===== config.mk =====
export PLATFORM = sky130hd
export DESIGN_NAME = gnss_sentence_framer_checker_core
export DESIGN_NICKNAME = d
export VERILOG_FILES = /design/src/rtl/gsfc_pkg.sv /design/src/rtl/gnss_sentence_framer_checker_core.sv /design/src/rtl/gsfc_cfg_regs.sv /design/src/rtl/gsfc_framer.sv
export SDC_FILE = /design/constraint.sdc
export NUM_CORES = 1
export LEC_CHECK = 0
export ABC_CLOCK_PERIOD_IN_PS = 6850
export BUFFER_PORTS_ARGS = -buffer_cell sky130_fd_sc_hd__buf_2
export CAP_MARGIN = 25
export CORE_ASPECT_RATIO = 0.7
export CORE_MARGIN = 2
export CORE_UTILIZATION = 64
export CTS_BUF_LIST = sky130_fd_sc_hd__clkbuf_2
export CTS_CLUSTER_SIZE = 12
export DETAILED_ROUTE_END_ITERATION = 12
export PLACE_DENSITY = 0.84
export SYNTH_ARGS = -nofsm -noshare
export SYNTH_HDL_FRONTEND = slang
export SYNTH_HIERARCHICAL = 1
export SYNTH_SLANG_ARGS = --single-unit

===== constraint.sdc =====
create_clock -name clk -period 6.85 [get_ports clk]
set_input_delay 1.37 -clock clk [delete_from_list [all_inputs] [get_ports clk]]
set_output_delay 1.37 -clock clk [all_outputs]
set_load 0.01 [all_outputs]

===== src/rtl/gsfc_pkg.sv =====
`timescale 1ns / 1ps
// ----------------------------------------------------------------------------
// gsfc_pkg
// Shared types, codes and helper functions for the sentence framer/checker.
// ----------------------------------------------------------------------------
package gsfc_pkg;

	localparam logic [7:0] CHAR_DOLLAR = 8'h24;
	localparam logic [7:0] CHAR_HASH   = 8'h23;
	localparam logic [7:0] CHAR_STAR   = 8'h2A;

	localparam logic [2:0] ST_NONE      = 3'd0;
	localparam logic [2:0] ST_NMEA_OK   = 3'd1;
	localparam logic [2:0] ST_CRC_OK    = 3'd2;
	localparam logic [2:0] ST_NMEA_BAD  = 3'd3;
	localparam logic [2:0] ST_CRC_BAD   = 3'd4;
	localparam logic [2:0] ST_OVERFLOW  = 3'd5;

	localparam logic [0:0] CFG_IDX_POLY    = 1'd0;
	localparam logic [0:0] CFG_IDX_MAX_LEN = 1'd1;

	localparam logic [31:0] POLY_RESET    = 32'hEDB88320;
	localparam logic [15:0] MAX_LEN_RESET = 16'd4096;

	localparam logic [3:0] NMEA_DIGITS = 4'd2;
	localparam logic [3:0] CRC_DIGITS  = 4'd8;

	typedef struct packed {
		logic [31:0] crc_polynomial;
		logic [15:0] max_body_length;
	} cfg_t;

	typedef struct packed {
		logic [2:0]  status;
		logic        body_valid;
		logic [7:0]  body_byte;
		logic        sentence_begin;
		logic [31:0] computed_check;
	} result_t;

	// reflected byte-wise crc update, eight shift steps
	function automatic logic [31:0] crc_byte(
		input logic [31:0] crc,
		input logic [7:0]  b,
		input logic [31:0] poly
	);
		logic [31:0] t;
		t = {24'd0, crc[7:0] ^ b};
		for (int k = 0; k < 8; k++) begin
			if (t[0]) begin
				t = (t >> 1) ^ poly;
			end else begin
				t = t >> 1;
			end
		end
		return {8'd0, crc[31:8]} ^ t;
	endfunction

	// ascii hex digit, either case; valid flag in the top bit
	function automatic logic [4:0] hex_value(input logic [7:0] c);
		logic [4:0] r;
		r = 5'd0;
		if (c >= 8'h30 && c <= 8'h39) begin
			r = {1'b1, c[3:0]};
		end else if ((c >= 8'h41 && c <= 8'h46) || (c >= 8'h61 && c <= 8'h66)) begin
			r = {1'b1, c[3:0] + 4'd9};
		end
		return r;
	endfunction

endpackage


===== src/rtl/gnss_sentence_framer_checker_core.sv =====
`timescale 1ns / 1ps
// ----------------------------------------------------------------------------
// gnss_sentence_framer_checker_core
// NMEA / CRC-32 ASCII framer/checker, one byte per cycle unless stalled.
// ----------------------------------------------------------------------------
// Takes one received character per transaction and returns one result per
// character. Throughput is one character per clock while the output is not
// stalled. A taken character is held in the input register, and its result
// loads into the result register once that register is free; an output
// stall holds the character in the input register meanwhile. The crc update
// for a whole byte (eight reflected shift steps) sits between those two
// registers, so those eight chained steps set the critical path. The result
// register frees the input side whenever the consumer takes the pending
// result. Configuration writes are always ready and must only be issued
// while no character is in flight.
module gnss_sentence_framer_checker_core (
	input  logic        clk,
	input  logic        arst_n,
	input  logic        in_valid,
	output logic        in_stall,
	input  logic [7:0]  in_byte,
	output logic        out_valid,
	input  logic        out_stall,
	output logic [2:0]  status,
	output logic        body_valid,
	output logic [7:0]  body_byte,
	output logic        sentence_begin,
	output logic [31:0] computed_check,
	input  logic        cfg_valid,
	output logic        cfg_ready,
	input  logic [0:0]  cfg_index,
	input  logic [31:0] cfg_data
);
	import gsfc_pkg::*;

	cfg_t    cfg;
	result_t res;
	result_t res_s2;
	logic    valid_s1, valid_s2;
	logic [7:0] byte_s1;
	logic    move_s2, fire, load_s1;

	assign cfg_ready = 1'b1;

	gsfc_cfg_regs u_cfg (
		.clk      (clk),
		.arst_n   (arst_n),
		.wr_en    (cfg_valid & cfg_ready),
		.wr_index (cfg_index),
		.wr_data  (cfg_data),
		.cfg      (cfg)
	);

	assign move_s2  = !valid_s2 || !out_stall;
	assign fire     = valid_s1 && move_s2;
	assign in_stall = valid_s1 && !move_s2;
	assign load_s1  = in_valid && !in_stall;

	always_ff @(posedge clk or negedge arst_n) begin
		if (!arst_n) begin
			valid_s1 <= 1'b0;
		end else if (!valid_s1 || move_s2) begin
			valid_s1 <= in_valid;
		end
	end

	always_ff @(posedge clk) begin
		if (load_s1) begin
			byte_s1 <= in_byte;
		end
	end

	gsfc_framer u_framer (
		.clk     (clk),
		.arst_n  (arst_n),
		.fire    (fire),
		.byte_in (byte_s1),
		.cfg     (cfg),
		.res     (res)
	);

	always_ff @(posedge clk or negedge arst_n) begin
		if (!arst_n) begin
			valid_s2 <= 1'b0;
		end else if (move_s2) begin
			valid_s2 <= valid_s1;
		end
	end

	always_ff @(posedge clk) begin
		if (fire) begin
			res_s2 <= res;
		end
	end

	assign out_valid      = valid_s2;
	assign status         = res_s2.status;
	assign body_valid     = res_s2.body_valid;
	assign body_byte      = res_s2.body_byte;
	assign sentence_begin = res_s2.sentence_begin;
	assign computed_check = res_s2.computed_check;

endmodule


===== src/rtl/gsfc_cfg_regs.sv =====
`timescale 1ns / 1ps
// ----------------------------------------------------------------------------
// gsfc_cfg_regs
// Configuration register file: crc polynomial and body length limit.
// ----------------------------------------------------------------------------
module gsfc_cfg_regs (
	input  logic          clk,
	input  logic          arst_n,
	input  logic          wr_en,
	input  logic [0:0]    wr_index,
	input  logic [31:0]   wr_data,
	output gsfc_pkg::cfg_t cfg
);
	import gsfc_pkg::*;

	logic [31:0] poly_q;
	logic [15:0] max_len_q;

	always_ff @(posedge clk or negedge arst_n) begin
		if (!arst_n) begin
			poly_q    <= POLY_RESET;
			max_len_q <= MAX_LEN_RESET;
		end else if (wr_en) begin
			case (wr_index)
				CFG_IDX_POLY:    poly_q    <= wr_data;
				CFG_IDX_MAX_LEN: max_len_q <= wr_data[15:0];
				default:         ;
			endcase
		end
	end

	assign cfg.crc_polynomial  = poly_q;
	assign cfg.max_body_length = max_len_q;

endmodule


===== src/rtl/gsfc_framer.sv =====
`timescale 1ns / 1ps
// ----------------------------------------------------------------------------
// gsfc_framer
// Sentence framing state, running checksums and per-byte result logic.
// ----------------------------------------------------------------------------
module gsfc_framer (
	input  logic              clk,
	input  logic              arst_n,
	input  logic              fire,
	input  logic [7:0]        byte_in,
	input  gsfc_pkg::cfg_t    cfg,
	output gsfc_pkg::result_t res
);
	import gsfc_pkg::*;

	localparam logic [1:0] PH_IDLE   = 2'd0;
	localparam logic [1:0] PH_BODY   = 2'd1;
	localparam logic [1:0] PH_DIGITS = 2'd2;

	logic [1:0]  phase_q, phase_d;
	logic        kind_q, kind_d;
	logic [7:0]  xor_q, xor_d;
	logic [31:0] crc_q, crc_d;
	logic [31:0] rcv_q, rcv_d;
	logic [3:0]  dcnt_q, dcnt_d;
	logic [15:0] blen_q, blen_d;

	logic [31:0] cur_check;
	logic [4:0]  hex;
	logic [31:0] rcv_next;
	logic [3:0]  dcnt_next;
	logic [3:0]  need;
	logic        ok;

	assign cur_check = kind_q ? crc_q : {24'd0, xor_q};
	assign hex       = hex_value(byte_in);
	assign rcv_next  = {rcv_q[27:0], hex[3:0]};
	assign dcnt_next = dcnt_q + 4'd1;
	assign need      = kind_q ? CRC_DIGITS : NMEA_DIGITS;
	assign ok        = (rcv_next == cur_check);

	always_comb begin
		phase_d = phase_q;
		kind_d  = kind_q;
		xor_d   = xor_q;
		crc_d   = crc_q;
		rcv_d   = rcv_q;
		dcnt_d  = dcnt_q;
		blen_d  = blen_q;
		res     = '0;

		if (byte_in == CHAR_DOLLAR || byte_in == CHAR_HASH) begin
			// any start character restarts framing
			res.sentence_begin = 1'b1;
			kind_d  = (byte_in == CHAR_HASH);
			xor_d   = 8'd0;
			crc_d   = 32'd0;
			rcv_d   = 32'd0;
			dcnt_d  = 4'd0;
			blen_d  = 16'd0;
			phase_d = PH_BODY;
		end else begin
			case (phase_q)
				PH_BODY: begin
					if (byte_in == CHAR_STAR) begin
						phase_d = PH_DIGITS;
						dcnt_d  = 4'd0;
						rcv_d   = 32'd0;
					end else if (blen_q >= cfg.max_body_length) begin
						res.status         = ST_OVERFLOW;
						res.computed_check = cur_check;
						phase_d            = PH_IDLE;
					end else begin
						res.body_valid = 1'b1;
						res.body_byte  = byte_in;
						xor_d  = xor_q ^ byte_in;
						crc_d  = crc_byte(crc_q, byte_in, cfg.crc_polynomial);
						blen_d = blen_q + 16'd1;
					end
				end
				PH_DIGITS: begin
					if (!hex[4]) begin
						res.status         = kind_q ? ST_CRC_BAD : ST_NMEA_BAD;
						res.computed_check = cur_check;
						phase_d            = PH_IDLE;
					end else begin
						rcv_d  = rcv_next;
						dcnt_d = dcnt_next;
						if (dcnt_next >= need) begin
							if (kind_q) begin
								res.status = ok ? ST_CRC_OK : ST_CRC_BAD;
							end else begin
								res.status = ok ? ST_NMEA_OK : ST_NMEA_BAD;
							end
							res.computed_check = cur_check;
							phase_d            = PH_IDLE;
						end
					end
				end
				default: begin
					phase_d = PH_IDLE;
				end
			endcase
		end
	end

	always_ff @(posedge clk or negedge arst_n) begin
		if (!arst_n) begin
			phase_q <= PH_IDLE;
			kind_q  <= 1'b0;
			xor_q   <= 8'd0;
			crc_q   <= 32'd0;
			rcv_q   <= 32'd0;
			dcnt_q  <= 4'd0;
			blen_q  <= 16'd0;
		end else if (fire) begin
			phase_q <= phase_d;
			kind_q  <= kind_d;
			xor_q   <= xor_d;
			crc_q   <= crc_d;
			rcv_q   <= rcv_d;
			dcnt_q  <= dcnt_d;
			blen_q  <= blen_d;
		end
	end

endmodule

# ---- Yosys cells after proc, flatten, opt, wreduce, memory -nomap -nowiden
# Index checks and enable logic that the tools add are counted.
dict set report totals {
  reg_bits 194
  in_bits 46
  out_inout_bits 48
  wordCells 164
}
dict set report op_classes {
  add_sub_neg 3
  n_lt_le_gt_ge 8
  eq_ne 12
  n_mux 86
  bitwise_logic 13
  n_reduce_logical 25
}
# cell n
set op_table {}
lappend op_table {{$mux 32} 49}
lappend op_table {{$xor 31x32->32} 7}
lappend op_table {{$mux 28} 3}
lappend op_table {{$mux 16} 4}
lappend op_table {{$pmux 32 s2} 1}
lappend op_table {{$pmux 28 s2} 1}
lappend op_table {{$eq 32x32->1} 1}
lappend op_table {{$mux 8} 4}
lappend op_table {{$xor 24x32->32} 1}
lappend op_table {{$xor 7x32->32} 1}
lappend op_table {{$eq 8x6->1 const B} 3}
lappend op_table {{$mux 3} 6}
lappend op_table {{$add 16x1->16 const B} 1}
lappend op_table {{$ge 16x16->1} 1}
lappend op_table {{$ge 8x7->1 const B} 2}
lappend op_table {{$le 8x7->1 const B} 2}
lappend op_table {{$mux 4} 4}
lappend op_table {{$xor 8x8->8} 2}
lappend op_table {{$mux 12} 1}
lappend op_table {{$mux 2} 6}
lappend op_table {{$mux 5} 2}
lappend op_table {{$mux 9} 1}
lappend op_table {{$ge 8x6->1 const B} 1}
lappend op_table {{$le 8x6->1 const B} 1}
lappend op_table {{other kinds (24)} 42}

# ---- Longest topological paths before layout
dict set report depth {
  ltp_word 54
  depth_mapped 17
  mapped_depth_nobuf 14
}

# ---- Modules after synthesis
# The synthesis kept the hierarchy.
# module n_inst cells_each area_each_um2 seq_area_each_um2
set modules_own_cells {}
lappend modules_own_cells {gsfc_framer 1 1327 10256.1 2277.2}
lappend modules_own_cells {gsfc_cfg_regs 1 103 1959.4 1219.9}
lappend modules_own_cells {gnss_sentence_framer_checker_core 1 63 1695.4 1641.6}

# ---- Worst setup path before layout
# No wires, ideal clock.
dict set report synth_timing {
  path_kind {input-to-reg}
  start {in out_stall}
  end {reg u_framer.rcv_q[11]}
  setup_time_ns 0.066
  arrival_ns 6.075
  required_ns 6.784
  slack_ns 0.708
  cell_stages 6
  path_buffers 2
  path_cell_list {a21boi_0 > clkbuf_1 > o21ai_1 > nor2_1 > clkbuf_1 > a22o_1}
}
dict set report synth_via {
  elab_chain_cells 4
}
# element line
set synth_lines {}
lappend synth_lines {{from (decl)} gnss_sentence_framer_checker_core.sv:23} ;# input logic out_stall,
lappend synth_lines {{$logic_not 1->1} gnss_sentence_framer_checker_core.sv:54} ;# assign move_s2 = !valid_s2 || !out_stall;
lappend synth_lines {{$logic_or 1x1->1} gnss_sentence_framer_checker_core.sv:54}
lappend synth_lines {{$logic_and 1x1->1} gnss_sentence_framer_checker_core.sv:55} ;# assign fire = valid_s1 && move_s2;
lappend synth_lines {{$reduce_and 4->1 (no source line)} --}
lappend synth_lines {{to (signal assigned)} gsfc_framer.sv:121} ;# rcv_q <= rcv_d;
lappend synth_lines {{to (decl)} gsfc_framer.sv:24} ;# logic [31:0] rcv_q, rcv_d;
# No other way between the ends.
# A chain may end at the register's enable or synchronous reset.

# ---- Worst setup path after layout
dict set report layout_timing {
  start {reg u_cfg.poly_q[0]}
  end {reg u_framer.crc_q[28]}
}
dict set report layout_via {
  elab_chain_cells 51
  elab_cells_between_ends 53
  classes_between {44 x mux; 9 x bitwise}
}
# element line
set layout_lines {}
lappend layout_lines {{from (decl)} gsfc_cfg_regs.sv:16} ;# logic [31:0] poly_q;
lappend layout_lines {{from (signal assigned)} gsfc_cfg_regs.sv:25} ;# CFG_IDX_POLY: poly_q <= wr_data;
lappend layout_lines {{$xor 7x32->32} gsfc_pkg.sv:51} ;# t = (t >> 1) ^ poly;
lappend layout_lines {{$mux 32} gsfc_pkg.sv:50} ;# if (t[0]) begin
lappend layout_lines {{$mux 32} gsfc_framer.sv:69} ;# end else if (blen_q >= cfg.max_body_length) begin
lappend layout_lines {{$mux 32} gsfc_framer.sv:65} ;# if (byte_in == CHAR_STAR) begin
lappend layout_lines {{$mux 32} gsfc_framer.sv:63} ;# case (phase_q)
lappend layout_lines {{$mux 32} gsfc_framer.sv:52} ;# if (byte_in == CHAR_DOLLAR || byte_in == CHAR_HASH) begin
lappend layout_lines {{$mux 32} gsfc_pkg.sv:50}
lappend layout_lines {{$mux 32} gsfc_framer.sv:69}
lappend layout_lines {{[... 35 more ...]} --}
lappend layout_lines {{$mux 32 (*)} gsfc_framer.sv:65}
lappend layout_lines {{$mux 32 (*)} gsfc_framer.sv:63}
lappend layout_lines {{$mux 32 (*)} gsfc_framer.sv:52}
lappend layout_lines {{$xor 24x32->32 (*)} gsfc_pkg.sv:56} ;# return {8'd0, crc[31:8]} ^ t;
lappend layout_lines {{$mux 32 (*)} gsfc_framer.sv:69}
lappend layout_lines {{$mux 32 (*)} gsfc_framer.sv:65}
lappend layout_lines {{$mux 32 (*)} gsfc_framer.sv:63}
lappend layout_lines {{$mux 32 (*)} gsfc_framer.sv:52}
lappend layout_lines {{to (signal assigned)} gsfc_framer.sv:120} ;# crc_q <= crc_d;
lappend layout_lines {{to (decl)} gsfc_framer.sv:23} ;# logic [31:0] crc_q, crc_d;
# Every way passes the cells marked *; elsewhere a longest branch is shown, timed or not. The select of a mux whose other input is x is not followed.

==> results.yml <==
run_status:
  status: "finished, final reports clean"
grt:
  grt_max_degree: 74
  grt_usage_pct: 29.7
  use_met1_pct: 44.0
  busiest_layer: "met1"
  grt_pass1_vias: 10300
  gr-total-overflow: 0
  grt_pass1_wl_um: 54600
  use_met2_pct: 43.8
  grt_antenna_before_repair: 1
  grtUsageMet3_pct: 7.33
die:
  design.core.area_mm2: 0.0215
  die_h_um: 127
  io_pins: 94
  row_count: 45
  initial_core_util_pct: 64.7
  fp.dieW_um: 180
  die-area_mm2: 0.0229
clock_tree:
  clk_pin_slew_ns: 0.30
  numCtsBuffers: 17
  clock-root-buffer: "clkbuf_2"
  clock_path_buffers: 2
  cts_resized: 0
  tritoncts: "built"
  cts_hold_buf: 0
  htreeDepth: 4
  cts_sinks: 194
  clk-insertion-delay-late_ns: 0.81
  postCtsSetupBuffers: 0
setup_path:
  setup.worst_path.start_class: "flip-flop"
  rrSetupSlack_ns: 1.46
  crit_required_ns: 7.54
  reg2reg_to: "u_framer/crc_q[28]$_DFFE_PN0P_"
  criticalPathCategory: "flip-flop to flip-flop"
  path_max_fanout: 37
  endpoint_kind: "flip-flop"
  r2r-start: "u_cfg/poly_q[0]$_DFFE_PN0P_"
  crit_arrival_ns: 6.08
  reg2reg_depth: 14
timing:
  finalMaxSlewViolations: 0
  period_needed_ns: 5.39
  hold_viol_final: 0
  postLayoutSetupSlackWorst_ns: 1.46
  tightest_slew_ns: 1.05
  rsz0062_at_grt: "no"
  tns_ns: 0
  setup_viol: 0
  max_slew_margin_pct: 29.4
  fmax_mhz: 186
  clock_skew_ns: 0.0484
  final.period_utilization_pct: 78.6
finish:
  syn_to_final_growth_pct: 5.12
  final_cells: 1802
  finish.net_count: 1579
  layout.cells.most_common: "xnor2_1"
  layout_common_cells: "xnor2_1, nand2_1, dfrtp_1"
  drive_gt1_share_pct: 16.1
drt:
  vias: 11300
  wl_per_cell_um: 19.0
  vias_per_cell: 6.26
  drtIter0Drc: 1512
  drt_wl_total_um: 34300
  ant_nets: 0
  detail_route.first_pass.iterations: 6
  post-route-drc-count: 0
synthesis:
  ys.flop_type: "dfrtp_1"
  synthTopCellsByArea: "dfrtp_1, xnor2_1, edfxtp_1"
  synthArstFlopShare_pct: 72.7
  synth_edf_count: 53
  ys_warn_count: 6
  synth_cells: 1493
  synthesis.nets: 1566
  synth-seq-area-share_pct: 36.9
  yosysTopAreaCellShare_pct: 22.7
  syn_area_mm2: 0.0139
  synth.avg_cell_area_um2: 9.32
  synth_top_area_cell: "dfrtp_1"
  ys_seq_elements: 194
  synth.distinct_cells: 70
placement:
  port_buffers: 92
  gp_congestion: 0.954
  pre_cts_ws_ns: 1.66
  place_inst: 1769
  hpwl_um: 23400
power_and_ir_drop:
  p_leak_nw: 6.25
  max-vdd-ir-drop_mv: 0.572
  power.density_mw_per_mm2: 508
flow_run:
  drv_cap: 0
hold_path:
  hp-class: "input port to async pin"
## through the flow
stage	cell area [µm²]	hold slack [ns]	util (%)	power, W
floorplan	13900	0.449	-	0.00600
global placement	14400	0.471	66.8	0.00659
detailed placement	14400	0.481	66.8	0.00675
CTS	14600	0.502	68.0	0.00737
global route	14600	0.525	68.0	0.00791
finish	14600	0.513	68.0	0.00743
## layout make-up
class,count,area (µm²)
Multi-Input combinational cell,1120,8020
Fill cell,1691,6890
Sequential cell,194,5140
Timing Repair Buffer,111,609
Tap cell,282,353
Inverter,62,233
Clock inverter,15,176
Clock buffer,17,85.1
Antenna cell,1,2.50
## synth_stat cells (all sizes together), types with 5 or more instances
cell	count
xnor2	259
nand2	186
dfrtp	126
nand3	92
clkbuf	77
nor2	70
o21ai	67
a22o	62
inv	60
edfxtp	53
mux2	50
buf	40
and2	29
o211ai	29
a211o	28
or4	28
ha	27
a21oi	23
dfstp	15
a21o	14
mux2i	14
a22oi	13
nand3b	13
nor3	12
and3	11
xor2	11
nand4	9
nor4	9
a211oi	8
or3	8
a31oi	7
nor2b	6
nand2b	5
## kinds of logic after synthesis
group                    Yosys count  synth area share [%]
buffers and inverters            179                  5.83
other                              1                0.0270
flip-flops                       194                  36.9
XOR/XNOR                         273                  17.8
multiplexers                      64                  5.86
AO/OA/AOI/OAI                    270                  13.8
adder cells (fa/ha/maj)           27                  2.43
AND/OR/NAND/NOR                  485                  17.3
## routing by layer
metal  part of all wire [%]  vias up
met3                     11       59
li1                       -     5209
met1                     44     5428
met5                      0        -
met2                     43      593
met4                    1.7        0
## worst max path at each step
stage	startpoint	endpoint	cells past startpoint
5_1_grt	u_cfg/poly_q[0]$_DFFE_PN0P_	u_framer/crc_q[28]$_DFFE_PN0P_	14
6_report	u_cfg/poly_q[0]$_DFFE_PN0P_	u_framer/crc_q[28]$_DFFE_PN0P_	14
2_1_floorplan	out_stall	u_framer/rcv_q[11]$_DFFE_PN0P_	6
3_3_place_gp	u_cfg/poly_q[0]$_DFFE_PN0P_	u_framer/crc_q[28]$_DFFE_PN0P_	14
3_5_place_dp	u_cfg/poly_q[0]$_DFFE_PN0P_	u_framer/crc_q[28]$_DFFE_PN0P_	14
4_1_cts	u_cfg/poly_q[0]$_DFFE_PN0P_	u_framer/crc_q[28]$_DFFE_PN0P_	14
## power by group
part / switching (W) / leakage, nW / internal, W
sequential: 0.000259 / 2.35 / 0.00131
combinational: 0.00287 / 3.75 / 0.00238
clock: 0.000430 / 0.150 / 0.000180
total: 0.00356 / 6.25 / 0.00388
## sequential cells by signal, summed over array words and instances, names as in the netlist
signal	flops
u_framer/crc_q	32
sentence_begin	1
u_framer/blen_q	16
body_byte	8
u_framer/dcnt_q	4
u_cfg/poly_q	32
u_framer/phase_q	2
byte_s1	8
valid_s1	1
status	3
computed_check	32
u_cfg/max_len_q	16
out_valid	1
u_framer/rcv_q	28
u_framer/kind_q	1
body_valid	1
u_framer/xor_q	8
## worst max-delay path, cell delays in order, from the launching register on
cell      delay [ns]
dfrtp_2         0.98
clkinv_1        0.49
o21ai_0         0.35
and2_1          0.17
buf_4           0.30
nand2_2         0.08
xnor3_1         0.42
xnor2_2         0.42
mux2i_2         0.90
buf_4           0.39
a211oi_1        0.13
nor3_1          0.29
xnor2_1         0.17
xnor2_1         0.14
o21ai_1         0.07
(Power assumes the default switching activity.)
